### src/rtl/core/rth_pkg.sv
// ----------------------------------------------------------------------------
// rth_pkg
// Shared constants and types for the RGB to HSV conversion pipeline.
// ----------------------------------------------------------------------------
package rth_pkg;

  // Channel and hue field widths.
  localparam int unsigned CHANNEL_BITS  = 8;
  localparam int unsigned HUE_FRAC_BITS = 6;
  localparam int unsigned HUE_BITS      = 15;

  // Largest channel code, used as the saturation scale.
  localparam int unsigned CHAN_MAX   = (1 << CHANNEL_BITS) - 1;

  // One sixth of the hue circle, in hue units, and the sector offsets.
  localparam int unsigned HUE_SECTOR = 60 << HUE_FRAC_BITS;
  localparam int unsigned HUE_GREEN  = 2 * HUE_SECTOR;
  localparam int unsigned HUE_BLUE   = 4 * HUE_SECTOR;
  localparam int unsigned HUE_FULL   = 6 * HUE_SECTOR;

  // Quotient width: must hold both the hue fraction and the saturation.
  localparam int unsigned HUE_QUOT_BITS = $clog2(HUE_SECTOR + 1);
  localparam int unsigned QUOT_BITS     = (HUE_QUOT_BITS > CHANNEL_BITS) ?
                                          HUE_QUOT_BITS : CHANNEL_BITS;
  // Dividend width: quotient bits on top of the divisor width.
  localparam int unsigned DIV_BITS      = CHANNEL_BITS + QUOT_BITS;

  // Front stages, one divider stage per quotient bit, and the output stage.
  localparam int unsigned FRONT_STAGES = 3;
  localparam int unsigned LATENCY      = FRONT_STAGES + QUOT_BITS + 1;

  // Which channel holds the maximum.
  typedef enum logic [1:0] {
    SECT_RED,
    SECT_GREEN,
    SECT_BLUE
  } rth_sector_e;

  // One lane of the pipelined divider.
  typedef struct packed {
    logic [DIV_BITS-1:0]     rem;
    logic [CHANNEL_BITS-1:0] dsr;
    logic [QUOT_BITS-1:0]    quo;
  } rth_lane_t;

  // Pixel information that travels alongside the division.
  typedef struct packed {
    logic [CHANNEL_BITS-1:0] value;
    rth_sector_e             sector;
    logic                    neg;
    logic                    grey;
    logic                    black;
  } rth_side_t;

endpackage

### src/rtl/core/rth_classify.sv
// ----------------------------------------------------------------------------
// rth_classify
// Front end: registers the pixel, finds the maximum channel and the spread,
// then forms the two dividends for the divider.
// ----------------------------------------------------------------------------
module rth_classify (
  input  logic                             clk_i,
  input  logic                             rst_ni,
  input  logic                             valid_i,
  input  logic [rth_pkg::CHANNEL_BITS-1:0] red_i,
  input  logic [rth_pkg::CHANNEL_BITS-1:0] green_i,
  input  logic [rth_pkg::CHANNEL_BITS-1:0] blue_i,
  output logic                             valid_o,
  output rth_pkg::rth_lane_t               hue_lane_o,
  output rth_pkg::rth_lane_t               sat_lane_o,
  output rth_pkg::rth_side_t               side_o
);

  // Stage one: input registers.
  logic                             s1_vld_q;
  logic [rth_pkg::CHANNEL_BITS-1:0] s1_r_q, s1_g_q, s1_b_q;

  always_ff @(posedge clk_i or negedge rst_ni) begin
    if (!rst_ni) begin
      s1_vld_q <= 1'b0;
    end else begin
      s1_vld_q <= valid_i;
    end
  end

  always_ff @(posedge clk_i) begin
    if (valid_i) begin
      s1_r_q <= red_i;
      s1_g_q <= green_i;
      s1_b_q <= blue_i;
    end
  end

  // Stage two: maximum, minimum, sector and the signed numerator.
  rth_pkg::rth_sector_e             sector_d;
  logic [rth_pkg::CHANNEL_BITS-1:0] mx_d, mn_d, plus_d, minus_d;
  logic                             neg_d;

  always_comb begin
    if (s1_r_q >= s1_g_q && s1_r_q >= s1_b_q) begin
      sector_d = rth_pkg::SECT_RED;
      mx_d     = s1_r_q;
      plus_d   = s1_g_q;
      minus_d  = s1_b_q;
    end else if (s1_g_q >= s1_b_q) begin
      sector_d = rth_pkg::SECT_GREEN;
      mx_d     = s1_g_q;
      plus_d   = s1_b_q;
      minus_d  = s1_r_q;
    end else begin
      sector_d = rth_pkg::SECT_BLUE;
      mx_d     = s1_b_q;
      plus_d   = s1_r_q;
      minus_d  = s1_g_q;
    end
    mn_d  = (s1_g_q < s1_r_q) ? s1_g_q : s1_r_q;
    mn_d  = (s1_b_q < mn_d) ? s1_b_q : mn_d;
    neg_d = (minus_d > plus_d);
  end

  logic                             s2_vld_q;
  rth_pkg::rth_sector_e             s2_sector_q;
  logic [rth_pkg::CHANNEL_BITS-1:0] s2_mx_q, s2_delta_q, s2_mag_q;
  logic                             s2_neg_q;

  always_ff @(posedge clk_i or negedge rst_ni) begin
    if (!rst_ni) begin
      s2_vld_q <= 1'b0;
    end else begin
      s2_vld_q <= s1_vld_q;
    end
  end

  always_ff @(posedge clk_i) begin
    if (s1_vld_q) begin
      s2_sector_q <= sector_d;
      s2_mx_q     <= mx_d;
      s2_delta_q  <= mx_d - mn_d;
      s2_mag_q    <= neg_d ? (minus_d - plus_d) : (plus_d - minus_d);
      s2_neg_q    <= neg_d;
    end
  end

  // Stage three: scaled dividends and the side information.
  logic               s3_vld_q;
  rth_pkg::rth_lane_t s3_hue_q, s3_sat_q;
  rth_pkg::rth_side_t s3_side_q;

  always_ff @(posedge clk_i or negedge rst_ni) begin
    if (!rst_ni) begin
      s3_vld_q <= 1'b0;
    end else begin
      s3_vld_q <= s2_vld_q;
    end
  end

  always_ff @(posedge clk_i) begin
    if (s2_vld_q) begin
      s3_hue_q.rem    <= rth_pkg::DIV_BITS'(s2_mag_q) *
                         rth_pkg::DIV_BITS'(rth_pkg::HUE_SECTOR);
      s3_hue_q.dsr    <= s2_delta_q;
      s3_hue_q.quo    <= '0;
      s3_sat_q.rem    <= rth_pkg::DIV_BITS'(s2_delta_q) *
                         rth_pkg::DIV_BITS'(rth_pkg::CHAN_MAX);
      s3_sat_q.dsr    <= s2_mx_q;
      s3_sat_q.quo    <= '0;
      s3_side_q.value  <= s2_mx_q;
      s3_side_q.sector <= s2_sector_q;
      s3_side_q.neg    <= s2_neg_q;
      s3_side_q.grey   <= (s2_delta_q == '0);
      s3_side_q.black  <= (s2_mx_q == '0);
    end
  end

  assign valid_o    = s3_vld_q;
  assign hue_lane_o = s3_hue_q;
  assign sat_lane_o = s3_sat_q;
  assign side_o     = s3_side_q;

endmodule

### src/rtl/core/rth_divider.sv
// ----------------------------------------------------------------------------
// rth_divider
// Pipelined restoring divider with two lanes in lockstep, one quotient bit
// per stage, most significant bit first.
// ----------------------------------------------------------------------------
module rth_divider (
  input  logic                          clk_i,
  input  logic                          rst_ni,
  input  logic                          valid_i,
  input  rth_pkg::rth_lane_t            hue_lane_i,
  input  rth_pkg::rth_lane_t            sat_lane_i,
  input  rth_pkg::rth_side_t            side_i,
  output logic                          valid_o,
  output logic [rth_pkg::QUOT_BITS-1:0] hue_quo_o,
  output logic [rth_pkg::QUOT_BITS-1:0] sat_quo_o,
  output rth_pkg::rth_side_t            side_o
);

  // One restoring step: subtract the shifted divisor when it fits.
  function automatic rth_pkg::rth_lane_t div_step(input rth_pkg::rth_lane_t a,
                                                  input int unsigned sh);
    logic [rth_pkg::DIV_BITS-1:0] trial;
    rth_pkg::rth_lane_t           r;
    trial = rth_pkg::DIV_BITS'(a.dsr) << sh;
    r     = a;
    if (a.rem >= trial) begin
      r.rem = a.rem - trial;
      r.quo = a.quo | (rth_pkg::QUOT_BITS'(1) << sh);
    end
    return r;
  endfunction

  logic [rth_pkg::QUOT_BITS-1:0] vld_q;
  rth_pkg::rth_lane_t            hue_q  [rth_pkg::QUOT_BITS];
  rth_pkg::rth_lane_t            sat_q  [rth_pkg::QUOT_BITS];
  rth_pkg::rth_side_t            side_q [rth_pkg::QUOT_BITS];

  for (genvar k = 0; k < rth_pkg::QUOT_BITS; k++) begin : g_stage
    localparam int unsigned Shift = rth_pkg::QUOT_BITS - 1 - k;

    logic               vld_src;
    rth_pkg::rth_lane_t hue_src, sat_src;
    rth_pkg::rth_side_t side_src;

    // The first stage takes the front end, the others their predecessor.
    if (k == 0) begin : g_first
      assign vld_src  = valid_i;
      assign hue_src  = hue_lane_i;
      assign sat_src  = sat_lane_i;
      assign side_src = side_i;
    end else begin : g_next
      assign vld_src  = vld_q[k-1];
      assign hue_src  = hue_q[k-1];
      assign sat_src  = sat_q[k-1];
      assign side_src = side_q[k-1];
    end

    always_ff @(posedge clk_i or negedge rst_ni) begin
      if (!rst_ni) begin
        vld_q[k] <= 1'b0;
      end else begin
        vld_q[k] <= vld_src;
      end
    end

    always_ff @(posedge clk_i) begin
      if (vld_src) begin
        hue_q[k]  <= div_step(hue_src, Shift);
        sat_q[k]  <= div_step(sat_src, Shift);
        side_q[k] <= side_src;
      end
    end
  end

  assign valid_o   = vld_q[rth_pkg::QUOT_BITS-1];
  assign hue_quo_o = hue_q[rth_pkg::QUOT_BITS-1].quo;
  assign sat_quo_o = sat_q[rth_pkg::QUOT_BITS-1].quo;
  assign side_o    = side_q[rth_pkg::QUOT_BITS-1];

endmodule

### src/rtl/core/rth_finish.sv
// ----------------------------------------------------------------------------
// rth_finish
// Output stage: applies the sector offset and the grey and black special
// cases, and registers the result transaction.
// ----------------------------------------------------------------------------
module rth_finish (
  input  logic                             clk_i,
  input  logic                             rst_ni,
  input  logic                             valid_i,
  input  logic [rth_pkg::QUOT_BITS-1:0]    hue_quo_i,
  input  logic [rth_pkg::QUOT_BITS-1:0]    sat_quo_i,
  input  rth_pkg::rth_side_t               side_i,
  output logic                             done_o,
  output logic [rth_pkg::HUE_BITS-1:0]     hue_o,
  output logic [rth_pkg::CHANNEL_BITS-1:0] saturation_o,
  output logic [rth_pkg::CHANNEL_BITS-1:0] value_o
);

  logic [rth_pkg::HUE_BITS-1:0]     base_d, quo_d, hue_d;
  logic [rth_pkg::CHANNEL_BITS-1:0] sat_d;

  // Offset by sector; a negative red hue wraps round from the full circle.
  always_comb begin
    unique case (side_i.sector)
      rth_pkg::SECT_RED: begin
        base_d = side_i.neg ? rth_pkg::HUE_BITS'(rth_pkg::HUE_FULL) : '0;
      end
      rth_pkg::SECT_GREEN: begin
        base_d = rth_pkg::HUE_BITS'(rth_pkg::HUE_GREEN);
      end
      rth_pkg::SECT_BLUE: begin
        base_d = rth_pkg::HUE_BITS'(rth_pkg::HUE_BLUE);
      end
      default: begin
        base_d = '0;
      end
    endcase
    quo_d = rth_pkg::HUE_BITS'(hue_quo_i);
    if (side_i.grey) begin
      hue_d = '0;
    end else if (side_i.neg) begin
      hue_d = base_d - quo_d;
    end else begin
      hue_d = base_d + quo_d;
    end
    sat_d = side_i.black ? '0 : sat_quo_i[rth_pkg::CHANNEL_BITS-1:0];
  end

  logic                             done_q;
  logic [rth_pkg::HUE_BITS-1:0]     hue_q;
  logic [rth_pkg::CHANNEL_BITS-1:0] sat_q, val_q;

  always_ff @(posedge clk_i or negedge rst_ni) begin
    if (!rst_ni) begin
      done_q <= 1'b0;
    end else begin
      done_q <= valid_i;
    end
  end

  always_ff @(posedge clk_i) begin
    if (valid_i) begin
      hue_q <= hue_d;
      sat_q <= sat_d;
      val_q <= side_i.value;
    end
  end

  assign done_o       = done_q;
  assign hue_o        = hue_q;
  assign saturation_o = sat_q;
  assign value_o      = val_q;

endmodule

### src/rtl/core/rgb_to_hsv_converter_core.sv
// ----------------------------------------------------------------------------
// rgb_to_hsv_converter_core
// RGB to HSV colour conversion of one pixel per clock in a fixed-latency
// pipeline: classification, a bit-per-stage divider and an output stage.
// ----------------------------------------------------------------------------
//
//   Channel  Handshake          Payload
//   -------  -----------------  ---------------------------------------
//   pixel    start_i / busy_o   red_i, green_i, blue_i
//   result   done_o (strobe)    hue_o, saturation_o, value_o
//
// A new pixel transaction may be started in every cycle; busy_o stays low.
// Each result passes from its start through three front stages, one
// divider stage per quotient bit (twelve) and one output register.
// Results leave in start order and cannot be held off by the receiver.
// Reset empties the pipeline by clearing the valid bits; no result is lost
// or repeated, since nothing ever waits.
// ----------------------------------------------------------------------------
module rgb_to_hsv_converter_core (
  input  logic                             clk_i,
  input  logic                             rst_ni,
  input  logic                             start_i,
  output logic                             busy_o,
  input  logic [rth_pkg::CHANNEL_BITS-1:0] red_i,
  input  logic [rth_pkg::CHANNEL_BITS-1:0] green_i,
  input  logic [rth_pkg::CHANNEL_BITS-1:0] blue_i,
  output logic                             done_o,
  output logic [rth_pkg::HUE_BITS-1:0]     hue_o,
  output logic [rth_pkg::CHANNEL_BITS-1:0] saturation_o,
  output logic [rth_pkg::CHANNEL_BITS-1:0] value_o
);

  // The pipeline accepts a transaction in every cycle.
  assign busy_o = 1'b0;

  logic                          front_vld, div_vld;
  rth_pkg::rth_lane_t            hue_lane, sat_lane;
  rth_pkg::rth_side_t            front_side, div_side;
  logic [rth_pkg::QUOT_BITS-1:0] hue_quo, sat_quo;

  rth_classify u_classify (
    .clk_i      (clk_i),
    .rst_ni     (rst_ni),
    .valid_i    (start_i & ~busy_o),
    .red_i      (red_i),
    .green_i    (green_i),
    .blue_i     (blue_i),
    .valid_o    (front_vld),
    .hue_lane_o (hue_lane),
    .sat_lane_o (sat_lane),
    .side_o     (front_side)
  );

  rth_divider u_divider (
    .clk_i      (clk_i),
    .rst_ni     (rst_ni),
    .valid_i    (front_vld),
    .hue_lane_i (hue_lane),
    .sat_lane_i (sat_lane),
    .side_i     (front_side),
    .valid_o    (div_vld),
    .hue_quo_o  (hue_quo),
    .sat_quo_o  (sat_quo),
    .side_o     (div_side)
  );

  rth_finish u_finish (
    .clk_i        (clk_i),
    .rst_ni       (rst_ni),
    .valid_i      (div_vld),
    .hue_quo_i    (hue_quo),
    .sat_quo_i    (sat_quo),
    .side_i       (div_side),
    .done_o       (done_o),
    .hue_o        (hue_o),
    .saturation_o (saturation_o),
    .value_o      (value_o)
  );

endmodule

### config.mk
export PLATFORM = sky130hd
export DESIGN_NAME = rgb_to_hsv_converter_core
export DESIGN_NICKNAME = d
export VERILOG_FILES = /design/src/rtl/core/rth_pkg.sv /design/src/rtl/core/rth_classify.sv /design/src/rtl/core/rth_divider.sv /design/src/rtl/core/rth_finish.sv /design/src/rtl/core/rgb_to_hsv_converter_core.sv
export SDC_FILE = /design/constraint.sdc
export NUM_CORES = 1
export LEC_CHECK = 0
export BUFFER_PORTS_ARGS = -buffer_cell sky130_fd_sc_hd__buf_2
export CELL_PAD_IN_SITES_DETAIL_PLACEMENT = 1
export CELL_PAD_IN_SITES_GLOBAL_PLACEMENT = 1
export CORE_ASPECT_RATIO = 1.4
export CORE_MARGIN = 8
export CORE_UTILIZATION = 45
export DETAILED_ROUTE_END_ITERATION = 12
export PLACE_DENSITY_LB_ADDON = 0.1
export SYNTH_ARGS = -nofsm -noshare
export SYNTH_HDL_FRONTEND = slang
export SYNTH_SLANG_ARGS = --single-unit
### constraint.sdc
create_clock -name clk_i -period 4.7 [get_ports clk_i]
set_input_delay 0.94 -clock clk_i [delete_from_list [all_inputs] [get_ports clk_i]]
set_output_delay 0.94 -clock clk_i [all_outputs]
set_load 0.02 [all_outputs]
==> results of run 1 <==
routing by layer:
layer	vias up	GRT usage, %	wire [µm]
met4	0	8.73	4580
met1	13120	14.9	30100
met3	233	2.20	2390
li1	13130	-	-
met5	-	0	0
met2	335	35.7	54900
what timing repair did:
item	CTS	global route
hold endpoints to repair	0	0
hold buffers	0	0
setup buffers	0	8
gates resized for setup	6	48
pin swaps	1	20
setup endpoints to repair	3	6
cell usage in the layout (no fill, tap or decap), types with 65 or more instances in the layout:
cell type  instances
xnor2_1          129
edfxtp_1         857
a21oi_1          150
fa_1              66
nor3_1            69
nor2_1           238
inv_1            376
clkbuf_16         91
buf_4             93
nor2b_1           71
nand2_1          216
o21ai_0          189
a21o_1            65
ha_1             302
xor2_1           107
final cells by class:
type | instances | area [µm²]
fillers | 9964 | 47700
flip-flops and latches | 873 | 26200
multi-input cells | 2222 | 16800
clock buffers | 105 | 2370
well taps | 1311 | 1640
inverters | 378 | 1420
repair buffers | 156 | 1050
clock inverters | 59 | 732
worst max-delay path by stage:
stage	end	cells past startpoint	slack, ns
after floorplan	u_classify.s2_delta_q[7]	25	-0.05
after global placement	u_classify.s2_delta_q[7]	26	0.05
after detailed placement	u_classify.s2_delta_q[6]	26	-0.05
after CTS	u_classify.s2_delta_q[7]	26	0.004
after global routing	u_classify.s2_delta_q[7]	26	-0.05
final	u_classify.s2_delta_q[7]	25	0.21
flip-flops by register name, summed over array words and instances (netlist names), 2 cells and up:
signal                     count
u_classify.s2_sector_q         2
u_classify.s1_r_q              8
u_finish.hue_o                15
u_finish.value_o               8
u_classify.s2_mag_q            8
u_classify.hue_lane_o         20
u_classify.s2_mx_q             8
u_divider.side_q             144
u_classify.s2_delta_q          8
u_classify.side_o              5
u_divider.sat_q              259
u_finish.saturation_o          8
u_classify.s1_g_q              8
u_classify.sat_lane_o         23
u_divider.g_stage.vld_src     11
u_classify.s1_b_q              8
u_divider.hue_q              324
critical path: cells and delay by family (launching register included):
kind                       cells  cell delay (ns)
and+or+nand+nor                6             0.76
buffers and inverters          3             0.46
adders and majority gates      3             0.82
AOI/OAI and AO/OA             10             1.21
xor gates and xnor gates       2             0.27
muxes                          1             0.29
DFF                            1             0.44
logic make-up after synthesis:
logic type	synth area share, %
adders and majority gates	11.7
AOI/OAI and AO/OA	8.98
and+or+nand+nor	10.3
other	0.00847
xor gates and xnor gates	4.67
buffers and inverters	3.62
muxes	1.69
DFF	59.1
metrics by stage:
step                TNS (ns)  instance area, µm²  instances  worst slack, ns  util, %
floorplan            -0.0469               44300       3518          -0.0469        -
global placement           0               46800       4933           0.0543     47.8
detailed placement    -0.104               46800       4933          -0.0532     47.8
CTS                        0               49900       5097          0.00398     51.0
global route          -0.103               50200       5104          -0.0485     51.3
finish                     0               50200       5104            0.209     51.3
where the power goes:
group          switching, mW  total [mW]  internal [mW]  leakage [nW]
registers               1.11        12.4           11.3          8.48
logic                   9.19        16.8           7.61          9.68
clock network           2.98        7.38           4.40          1.48
==> flow_metrics.tcl, run 1 <==
set metrics [dict create \
    grtUsageTotal_pct 16.9 \
    cp_slowest_stage_delay_ns 0.44 \
    grt_overflow 0 \
    drt_iter0_drc 795 \
    cts.sinks 873 \
    critPathMaxFanout 6 \
    synth_flop_cell "edfxtp_1" \
    die_h_um 387 \
    ios 60 \
    grt_pass1_vias 29941 \
    min_path_type "input pin to async pin" \
    antenna_found_initial 0 \
    synth_cell_types 74 \
    grt_pass1_wl_mm 150 \
    vias_per_cell 5.25 \
    timing.rr.start "u_classify.s1_r_q[1]" \
    initial_utilization_pct 45.2 \
    path_clk_slew_ns 0.06 \
    dpl.hpwl_mm 72.7 \
    ctsLongestPathBuffers 3 \
    syn_to_final_growth_pct 13.3 \
    die_area_um2 109000 \
    critPathCaptureType "flop" \
    r2r_cells 25 \
    tightest_slew_ns 1.21 \
    powerDensity_nw_per_um2 729 \
    r2r_slack_ns 0.21 \
    total_power_mw 36.6 \
    setup_viol 0 \
    finalHoldViolCount 0 \
    synth-seq-cells 873 \
    cpMaxStageDelayCell "edfxtp_1" \
    drc 0 \
    nets 4120 \
    yosysMostFrequentCell "edfxtp_1" \
    rr_endpoint "u_classify.s2_delta_q[7]" \
    drv_slew 0 \
    ys_seq_area_share_pct 59.1 \
    netlist_area_um2 44300 \
    htree_num_levels 3 \
    cp-startpoint "u_classify.s1_r_q[1]" \
    synthCells 3518 \
    yosysTopAreaCell "edfxtp_1" \
    synth_commonest_cells "857 x edfxtp_1, 377 x inv_1, 306 x ha_1" \
    cts-root-buf "clkbuf_16" \
    cp.required_ns 5.09 \
    crit_type "flop to flop" \
    syn_area_per_cell_um2 12.6 \
    totalWireLength_mm 91.9 \
    wl_per_cell_um 18.0 \
    max_freq_ghz 0.223 \
    dr_total_vias 26818 \
    grt_max_degree 73 \
    cts_tree "done" \
    synthTopCellsByArea "edfxtp_1 58%, ha_1 8.7%, inv_1 3.2%" \
    leakage_nw 19.6 \
    post_route_cells_drive_above_1_share_pct 11.0 \
    async_flop_share_pct 1.83 \
    crit_path_frequent_cell "a21oi_2" \
    port_buffers 58 \
    status "complete, no violations" \
    die_x_um 281 \
    cp-start-kind "flop" \
    finalClockSkew_ns 0.0230 \
    slew-limit-headroom_pct 19.2 \
    numCtsBuffers 88 \
    crit_arrival_ns 4.89 \
    core_um2 97800 \
    yosys_warnings 0 \
    fin_crit_ns 4.49 \
    synth.top_cell.area_share_pct 58.2 \
    row_count 136 \
    syn-num-nets 3919 \
    grt_setup_unrepaired "yes" \
    hold_ws_ns 0.266 \
    vdd_drop_max_mv 3.52 \
    min_period_over_period_pct 95.6 \
    antenna_cells 0 \
    clk_latency_ns 0.66 \
    synth_edf_count 857 \
    drv_cap 0 \
    place.gp.congestion 0.921 \
    drt-pass1-iter-count 6 \
    ant_nets 0 \
]
No activity file was read; power rests on OpenSTA's default activity.
==> run 2, diff against run 1 <==
--- a/config.mk
+++ b/config.mk
@@ -13,6 +13,7 @@
 export CORE_UTILIZATION = 45
 export DETAILED_ROUTE_END_ITERATION = 12
 export PLACE_DENSITY_LB_ADDON = 0.1
+export REMOVE_ABC_BUFFERS = 1
 export SYNTH_ARGS = -nofsm -noshare
 export SYNTH_HDL_FRONTEND = slang
 export SYNTH_SLANG_ARGS = --single-unit
==> flow_metrics.tcl, run 2 (same netlist as run 1, synthesis figures left out) <==
set metrics [dict create \
    ant_nets 0 \
    drc 0 \
    tightest_slew_ns 1.20 \
    min_path_type "input pin to async pin" \
    layout_common_cells "857 x edfxtp_1, 375 x inv_1, 297 x ha_1" \
    r2r_cells 22 \
    r2r_slack_ns 0.19 \
    syn_to_final_growth_pct 13.0 \
    finalClockSkew_ns 0.0174 \
    dpl.hpwl_mm 71.9 \
    path_cells "inv_1 > ha_4 > nand4_1 > a21o_1 > nor2_1 > a21oi_1 > buf_4 > buf_8 > mux2i_4 > ha_1 > and4_4 > nand2_1 > o21ai_4 > mux2i_1 > ha_2 > inv_2 > fa_2 > a21o_1 > a21oi_2 > o21bai_1 > a21oi_1 > xnor2_1" \
    grt_setup_unrepaired "yes" \
    drv_slew 0 \
    initial_utilization_pct 45.2 \
    crit_arrival_ns 4.95 \
    die_h_um 387 \
    slew-limit-headroom_pct 19.8 \
    crit_type "flop to flop" \
    ctsLongestPathBuffers 3 \
    cp_slowest_stage_delay_ns 0.36 \
    max_freq_ghz 0.222 \
    critPathMaxFanout 5 \
    post_route_cells_drive_above_1_share_pct 10.8 \
    fin_crit_ns 4.51 \
    cp-start-kind "flop" \
    antenna_found_initial 0 \
    die_area_um2 109000 \
    vdd_drop_max_mv 3.67 \
    grt_pass1_vias 29971 \
    fin_ws_ns 0.188 \
    numCtsBuffers 89 \
    fin_setup_tns_ns 0 \
    drv_cap 0 \
    critPathCaptureType "flop" \
    antenna_cells 0 \
    totalWireLength_mm 91.2 \
    ios 60 \
    drt_iter0_drc 787 \
    setup_viol 0 \
    largest_reg_flops 324 \
    row_count 136 \
    vias_per_cell 5.28 \
    cpMaxStageDelayCell "edfxtp_1" \
    htree_num_levels 3 \
    min_period_over_period_pct 96.0 \
    ctsHoldBuffers 0 \
    clk_latency_ns 0.68 \
    leakage_nw 19.6 \
    layout_commonest_cell "edfxtp_1" \
    die_x_um 281 \
    cts-root-buf "clkbuf_16" \
    regMostFlops "u_divider.hue_q" \
    dp_slack_ns -0.224 \
    grtUsageTotal_pct 16.7 \
    grt_overflow 0 \
    cts.sinks 873 \
    cts_tree "done" \
    reg_top3 "u_divider.hue_q (324), u_divider.sat_q (259), u_divider.side_q (144)" \
    nets 4119 \
    core_um2 97800 \
    grt_max_degree 73 \
    grt_pass1_wl_mm 148 \
    drt-pass1-iter-count 4 \
    powerDensity_nw_per_um2 720 \
    wl_per_cell_um 17.9 \
    rr_endpoint "u_classify.s2_delta_q[6]" \
    port_buffers 58 \
    cp.required_ns 5.13 \
    path_clk_slew_ns 0.07 \
    place.gp.congestion 0.889 \
    timing.rr.start "u_classify.s1_g_q[6]" \
    dr_total_vias 26930 \
    finalHoldViolCount 0 \
    status "complete, no violations" \
]
run 2: cell count changes in the layout (fill, tap and decap cells not counted), moves of 4 or more:
cell,delta
clkinv_1,+4
bufinv_16,-6
buf_4,-7
clkinvlp_4,-9
a21oi_2,-4
clkbuf_1,+8
ha_1,-5
run 2: metrics by stage:
| step | total power, mW | hold WS (ns) | instance area, µm² | instances | util (%) |
|---|---|---|---|---|---|
| finish | 36.0 | 0.250 | 50000 | 5101 | 51.1 |
| global route | 38.9 | 0.268 | 50000 | 5101 | 51.1 |
| CTS | 36.4 | 0.229 | 49600 | 5082 | 50.7 |
| detailed placement | 29.2 | 0.406 | 46600 | 4918 | 47.7 |
| global placement | 28.6 | 0.401 | 46600 | 4918 | 47.7 |
| floorplan | 24.8 | 0.400 | 44100 | 3473 | - |
run 2: repair_timing:
| item | CTS | global route |
|---|---|---|
| cloned | 0 | 2 |
| endpoints found under the hold margin | 0 | 0 |
| setup buffers | 1 | 17 |
| setup endpoints to repair | 5 | 6 |
| gates resized for setup | 10 | 57 |
| pin swaps | 1 | 22 |
run 2: how the worst max path moves through the flow:
stage / start / end / slack (ns) / cells past startpoint
2_1_floorplan: u_classify.s1_r_q[1] / u_classify.s2_mag_q[6] / -1.57 / 18
3_3_place_gp: u_classify.s1_g_q[1] / u_classify.s2_mag_q[6] / -0.16 / 23
3_5_place_dp: u_classify.s1_g_q[1] / u_classify.s2_mag_q[6] / -0.22 / 24
4_1_cts: u_classify.s1_g_q[1] / u_classify.s2_mag_q[6] / 0.01 / 24
5_1_grt: u_classify.s1_g_q[1] / u_classify.s2_delta_q[6] / -0.11 / 24
6_report: u_classify.s1_g_q[6] / u_classify.s2_delta_q[6] / 0.19 / 22
run 2: critical path, delay by kind of cell, from the launching register on:
family | cells | cell delay, ns
adders and majority gates | 4 | 1.12
AOI/OAI and AO/OA | 7 | 1.09
and+or+nand+nor | 4 | 0.68
buffers and inverters | 4 | 0.50
muxes | 2 | 0.42
DFF | 1 | 0.36
xor gates and xnor gates | 1 | 0.08
run 2: power by group:
part,total (mW),internal (mW),switching [mW]
clock network,6.96,3.99,2.97
logic,16.7,7.64,9.06
registers,12.4,11.3,1.11
run 2: final cells by class:
type / count / area (µm²)
Clock buffer: 109 / 2320
Clock inverter: 54 / 572
Fill cell: 9973 / 47800
Inverter: 378 / 1420
Multi-Input combinational cell: 2222 / 16800
Sequential cell: 873 / 26200
Tap cell: 1311 / 1640
Timing Repair Buffer: 154 / 1090
run 2: per-layer routing:
metal,wire (µm),track usage (%),up-vias
met4,3990,8.11,0
met5,0,0,-
li1,-,-,13138
met2,55400,36.1,342
met3,2390,2.21,204
met1,29400,14.1,13246
==> run 3, diff against run 2 <==
--- a/config.mk
+++ b/config.mk
@@ -13,7 +13,9 @@
 export CORE_UTILIZATION = 45
 export DETAILED_ROUTE_END_ITERATION = 12
 export PLACE_DENSITY_LB_ADDON = 0.1
+export RECOVER_POWER = 100
 export REMOVE_ABC_BUFFERS = 1
+export SKIP_CTS_REPAIR_TIMING = 1
 export SYNTH_ARGS = -nofsm -noshare
 export SYNTH_HDL_FRONTEND = slang
 export SYNTH_SLANG_ARGS = --single-unit
==> flow_metrics.tcl, run 3 (same netlist as run 1, synthesis figures left out) <==
set metrics [dict create \
    status "finished with violations" \
    violations "capacitance limit, slew limit" \
    regMostFlops "u_divider.hue_q" \
    dr_total_vias 26902 \
    critPathMaxFanout 7 \
    hold_depth 0 \
    layout_commonest_cell "edfxtp_1" \
    min_period_over_period_pct 97.3 \
    min-delay-start "u_divider.sat_q[5][7]" \
    ctsLongestPathBuffers 3 \
    power_frac_comb_pct 46.2 \
    die_h_um 387 \
    hold-path-endpoint "u_divider.sat_q[6][7]" \
    grt_overflow 0 \
    cp-start-kind "flop" \
    syn_to_final_growth_pct 12.5 \
    slew-limit-headroom_pct -144 \
    setup_viol 0 \
    antenna_found_initial 0 \
    grtUsageTotal_pct 16.7 \
    drt-pass1-iter-count 5 \
    p_clk_share_pct 19.4 \
    final_util_pct 50.9 \
    seqPwrFrac_pct 34.4 \
    drv_slew 791 \
    swShare_pct 36.4 \
    grt_pass1_wl_mm 148 \
    fin_crit_ns 4.57 \
    finalClockSkew_ns 0.0163 \
    grt_max_degree 73 \
    wl_per_cell_um 17.9 \
    fin_ws_ns 0.126 \
    cp.required_ns 5.20 \
    cts.sinks 873 \
    cts-root-buf "clkbuf_16" \
    p_sw_mw 13.1 \
    tightest_slew_ns 3.66 \
    drt_iter0_drc 804 \
    core_um2 97800 \
    grt_setup_unrepaired "yes" \
    vdd_drop_max_mv 3.67 \
    place.gp.congestion 0.889 \
    cts_tree "done" \
    critPathCaptureType "flop" \
    largest_reg_flops 324 \
    drv_cap 15 \
    clk_latency_ns 0.68 \
    row_count 136 \
    ios 60 \
    timing.rr.start "u_classify.s1_g_q[1]" \
    vias_per_cell 5.28 \
    power.internal_mw 22.9 \
    dpl.hpwl_mm 71.9 \
    die_x_um 281 \
    min_path_type "flop to flop" \
    max_freq_ghz 0.219 \
    crit_type "flop to flop" \
    powerDensity_nw_per_um2 723 \
    dp_slack_ns -0.224 \
    layout_common_cells "857 x edfxtp_1, 374 x inv_1, 299 x ha_1" \
    die_area_um2 109000 \
    post_route_cells_drive_above_1_share_pct 8.83 \
    finalHoldViolCount 0 \
    nets 4112 \
    reg_top3 "u_divider.hue_q (324), u_divider.sat_q (259), u_divider.side_q (144)" \
    antenna_cells 0 \
    path_clk_slew_ns 0.06 \
    ant_nets 0 \
    fillers 10012 \
    grt_pass1_vias 29952 \
    crit_arrival_ns 5.08 \
    htree_num_levels 3 \
    initial_utilization_pct 45.2 \
    leakage_nw 19.3 \
    port_buffers 58 \
    numCtsBuffers 89 \
    drc 0 \
    r2r_cells 24 \
    rr_endpoint "u_classify.s2_mag_q[6]" \
    totalWireLength_mm 91.1 \
    r2r_slack_ns 0.13 \
]
run 3: cell count changes in the layout (fill, tap and decap cells not counted), moves of 3 or more:
cell      change
clkbuf_1     +61
buf_2        -45
buf_6         -3
buf_4        -18
dfrtp_1       +5
dfrtp_2       -5
run 3: metal layers:
layer | up-vias | wire, µm | track usage [%]
met4 | 0 | 4060 | 8.06
met2 | 344 | 55300 | 36.2
met3 | 204 | 2410 | 2.21
met1 | 13219 | 29400 | 14.1
li1 | 13135 | - | -
met5 | - | 0 | 0
run 3: layout make-up:
class	instances	area (µm²)	area share (%)
multi-input combinational	2222	16800	33.7
inverter	378	1420	2.85
sequential	873	26100	52.5
clock buffer	109	2320	4.67
timing repair buffer	147	887	1.78
clock inverter	54	572	1.15
tap	1311	1640	3.30
run 3: worst max path at each step:
stage                                to  cells after the start                 start
2_1_floorplan    u_classify.s2_mag_q[6]                     18  u_classify.s1_r_q[1]
3_3_place_gp     u_classify.s2_mag_q[6]                     23  u_classify.s1_g_q[1]
3_5_place_dp     u_classify.s2_mag_q[6]                     24  u_classify.s1_g_q[1]
4_1_cts          u_classify.s2_mag_q[6]                     24  u_classify.s1_g_q[1]
5_1_grt        u_classify.s2_delta_q[6]                     24  u_classify.s1_g_q[1]
6_report         u_classify.s2_mag_q[6]                     24  u_classify.s1_g_q[1]
run 3: power groups by stage:
stage | clock network (mW) | registers [mW] | logic (mW)
4_1_cts | 7.19 | 12.4 | 16.8
3_3_place_gp | 0 | 12.4 | 16.1
5_1_grt | 7.43 | 12.6 | 18.9
2_1_floorplan | 0 | 12.2 | 12.6
6_report | 6.96 | 12.4 | 16.6
3_5_place_dp | 0 | 12.5 | 16.7
run 3: through the flow:
step	hold slack (ns)	cell area (µm²)	setup TNS (ns)	std cells	power (mW)
floorplan	0.400	44100	-11.04	3473	24.8
global placement	0.401	46600	-0.164	4918	28.6
detailed placement	0.406	46600	-0.573	4918	29.2
CTS	0.229	49500	-0.682	5081	36.4
global route	0.406	49800	-0.262	5094	38.9
finish	0.415	49800	0	5094	36.0
run 3: worst max-delay path, cell delays in order, from the launching register on:
cell	delay [ns]
edfxtp_1	0.40
buf_4	0.18
ha_1	0.27
nand2_1	0.07
o21ai_2	0.21
buf_4	0.16
a41oi_2	0.14
a21oi_4	0.19
buf_12	0.14
buf_6	0.13
buf_4	0.12
nor2_1	0.04
a21oi_1	0.13
nor2_1	0.07
a21o_1	0.19
ha_4	0.29
and4_1	0.17
nand3_1	0.10
and2_1	0.17
o21bai_1	0.15
buf_4	0.16
mux2_4	0.32
buf_4	0.15
a22o_1	0.19
nor4b_2	0.25
